`config.mk`:
```
export PLATFORM = sky130hd
export DESIGN_NAME = hfde_ram
export DESIGN_NICKNAME = d
export VERILOG_FILES = /design/src/rtl/hfde_ram.sv
export SDC_FILE = /design/constraint.sdc
export NUM_CORES = 1
export LEC_CHECK = 0
export ABC_AREA = 1
export BUFFER_PORTS_ARGS = -buffer_cell sky130_fd_sc_hd__buf_2
export CORE_ASPECT_RATIO = 0.75
export CORE_UTILIZATION = 50
export CTS_CLUSTER_SIZE = 30
export DETAILED_ROUTE_END_ITERATION = 7
export PLACE_DENSITY = 0.69
export SYNTH_ARGS = -nofsm -noshare
export SYNTH_HDL_FRONTEND = slang
export SYNTH_SLANG_ARGS = --single-unit
```
`constraint.sdc`:
```
create_clock -name i_clk -period 2.2 [get_ports i_clk]
set_input_delay 0.44 -clock i_clk [delete_from_list [all_inputs] [get_ports i_clk]]
set_output_delay 0.44 -clock i_clk [all_outputs]
set_load 0.05 [all_outputs]
```
`src/rtl/hfde_ram.sv`:
```
// ----------------------------------------------------------------------------
// hfde_ram
// Generic RAM, one write port, one read port, registered read data.
// ----------------------------------------------------------------------------
module hfde_ram #(
    parameter int WIDTH = 8,
    parameter int DEPTH = 16
) (
    input  logic                     i_clk,
    input  logic                     i_we,
    input  logic [$clog2(DEPTH)-1:0] i_waddr,
    input  logic [WIDTH-1:0]         i_wdata,
    input  logic [$clog2(DEPTH)-1:0] i_raddr,
    output logic [WIDTH-1:0]         o_rdata
);
    logic [WIDTH-1:0] r_mem [DEPTH];
    logic [WIDTH-1:0] r_rdata;

    always_ff @(posedge i_clk) begin
        if (i_we) begin
            r_mem[i_waddr] <= i_wdata;
        end
        r_rdata <= r_mem[i_raddr];
    end

    assign o_rdata = r_rdata;
endmodule

```
==> run summary <==
For this design, the CTS-stage hold fixing added 0 buffers. Once the clock tree was built, the setup fixing pass inserted 0 buffers. Total global-route track usage: 23.8%. The area share of the leading cell type in the synthesized netlist works out to 66.7%. STA puts the critical path data required time at 1.76 ns.

On the final layout, the worst clock skew is 0.00653 ns. The area of the multi-input gates came out at 1210 µm². Of all flip-flops after synthesis, the portion carrying an async set or reset was 0%. The initialized floorplan defines 33 standard-cell rows. Once detailed placement completed, the half-perimeter wirelength came to 8060 µm.

Registers take 4000 µm². Measured against its own limit, the worst slew margin works out to 49.7%. Once the floorplan was initialized, standard cells occupied 52.1% of the core. The number of maximum-capacitance violations is 0. The commonest cells after synthesis are nand2_1, edfxtp_1, inv_1.

The run gives 1.04 ns as the worst endpoint data arrival time. The longest individual stage delay on the worst path was 0.36 ns. Traced cell by cell, the critical path runs through buf_2. The run gives 2.88 nW as the static leakage. In this run the deepest clock path goes through 2 buffers. The die is 126 µm wide. The number of hold-slack violations in the final timing report is 0, and the net count of the finished layout is 606. Yosys printed 0 warnings.

The number of buffer and inverter stages on the critical path is 1, and the distinct cell type count of the synthesized netlist is 12. In this run, synthesis produced a sequential element count of 136. The via count of the first global-routing pass is 3,618.

In this run the tool buffered the top-level ports with 25 buffer cells. The final count of pins violating max slew was 0; the post-synthesis cell count was 551. The H-tree depth was 4. The number of enable-type register cells in the synthesized netlist is 128. Across all layers, the routed design uses 3,808 vias. Leaving out filler cells and counting taps, the final layout contains 741. Based on the critical path, the design can be clocked at up to 675 MHz. Entering global routing, the biggest net connects 44 pins. The logs give 709 for the number of placed instances, taps included and 5770 µm² for the netlist area before placement. Summed over all instances, the cell type with the most area after synthesis is edfxtp_1. Proportion of layout cells with a drive suffix above 1: 11.5%. The maximum VDD drop was 0.551 mV; the first-pass GRT wire length was 20,400 µm.

The post-synthesis average cell area was 10.5 µm²; the final routed DRC violation total was 0. STA classifies the critical path startpoint as a register. The routed wire length per instance came out at 17.6 µm. Clock latency on the worst-skew pair, taken at its later pin, is 0.41 ns. The run finished with clean final reports. For the pin with the worst max-slew slack, the measured transition is 0.751 ns. Relative to the synthesized area, the layout overhead comes to 14.4%.

The number of clock buffers added by TritonCTS is 17. When the netlist entered floorplanning its net count stood at 569. After synthesis, flip-flops and latches occupy 69.4% of the total area.

Post-route total power: 6.08 mW. The tools report the diode insertion count for antenna repair as 0. The startpoint-to-endpoint class of the critical path is register to output pin. In this run the worst hold path is classified as input port to register. In this run the power density over the cells is 922 nW/µm².

For this design, the slowest cell found on the critical path is dfxtp_1. Setup slack on the critical path of the routed design comes to 0.719 ns. Setup repair after global routing left no endpoint under its margin. The most used flip-flop cell after synthesis is edfxtp_1. The overall routed net length is 13,000 µm, and the largest fanout on the critical path is 1. The area of the core region came out at 11,100 µm².

TritonCTS built the clock tree. Routability-driven placement finished with a final weighted congestion of 0.829. Element type at the critical path end: an output pin. The die boundary height works out to 95.0 µm. For the total die area, the log shows 12,000 µm². The worst path needs 1.48 ns of the cycle, external delays included.

The CTS clock-pin slew for the worst setup and hold paths came out at 0.05 ns. The logs give 402 for the violation count after the first detailed-routing iteration and 136 for the number of clock sinks seen by CTS. On the final layout, the worst hold slack is 0.404 ns.

For the final routed database, the setup TNS stands at 0 ns. CTS placed an instance of clkbuf_16 at the clock tree root. The filler cells instantiated in the layout total 898.

The first-pass iteration count of the detailed router was 8. The worst path uses 67.3% of the clock period. Setup violations remaining at the end of the flow were counted as 0.

Gate family responsible for the most delay along the worst path: flip-flops. The initial antenna violation count came out at 0. The most common cell in the synthesized netlist is nand2_1. The tools report the post-cts gate resize count as 0. The number of top-level design ports was 26; the final antenna-violating net count was 0. At the placement stage, the worst setup path has a slack of 0.442 ns.

After detailed routing, the number of vias per cell comes to 5.14. For this run the aggregate overflow at the end of global routing stands at 0. Yosys attributes the largest share of cell area to edfxtp_1, nand2_1, nand3_1, inv_1, dfxtp_1.
## metrics by stage
step                      instance area (µm²)  util, %
after floorplan                          5770        -
after global placement                   6030     54.5
after detailed placement                 6030     54.5
after CTS                                6600     59.6
after global routing                     6600     59.6
final                                    6600     59.6
## final timing paths
| check | start | to | slack (ns) | cells after the start |
|---|---|---|---|---|
| setup / recovery | o_rdata[0] | o_rdata[0] | 0.72 | 1 |
| hold / removal | i_raddr[3] | o_rdata[1] | 0.40 | 3 |
| setup reg to reg | r_mem[13][4] | o_rdata[4] | 1.17 | 6 |
| hold reg to reg | r_mem[10][7] | o_rdata[7] | 0.67 | 6 |
## routing by layer
layer / up-vias / wire, µm / global-route usage, %
li1: 1853 / - / -
met1: 1779 / 6040 / 34.2
met2: 163 / 5680 / 35.5
met3: 13 / 1150 / 6.06
met4: 0 / 153 / 8.03
met5: - / 0 / 0
## cells in the final DEF, fill, tap and decap left out
cell        netlist  final
clkinv_1          0      4
clkbuf_1          0      3
nand3b_1          2      2
edfxtp_1        128    128
clkinvlp_4        0      1
nor2_1           17     17
buf_2            13     25
nand3_1          97     97
inv_2             2      2
clkbuf_16         0     17
buf_4             4     17
bufinv_16         0      3
inv_1           100    100
nand2_1         173    173
dfxtp_1           8      8
clkinv_2          0      4
## state kept, by name, summed over array words and instances, names as in the netlist
signal,count
o_rdata,8
r_mem,128
## kinds of logic (layout without fill, tap and decap cells)
logic type / after synthesis / in the layout / share of synthesized area [%]
buffers and inverters: 126 / 176 / 9.52
and+or+nand+nor: 289 / 289 / 21.0
DFF: 136 / 136 / 69.4
## power breakdown
part	internal (mW)	switching (mW)	total (mW)
combinational	0.0992	0.300	0.399
sequential	2.90	0.0191	2.92
clock	1.76	1.01	2.77
total	4.75	1.33	6.08
## cell type report
type,count,area share (%)
clock inverters,12,2.01
multi-input cells,289,18.4
well taps,140,2.66
inverters,102,5.80
repair buffers,42,3.83
clock buffers,20,6.62
flip-flops and latches,136,60.7
No activity file was read; power rests on OpenSTA's default activity.
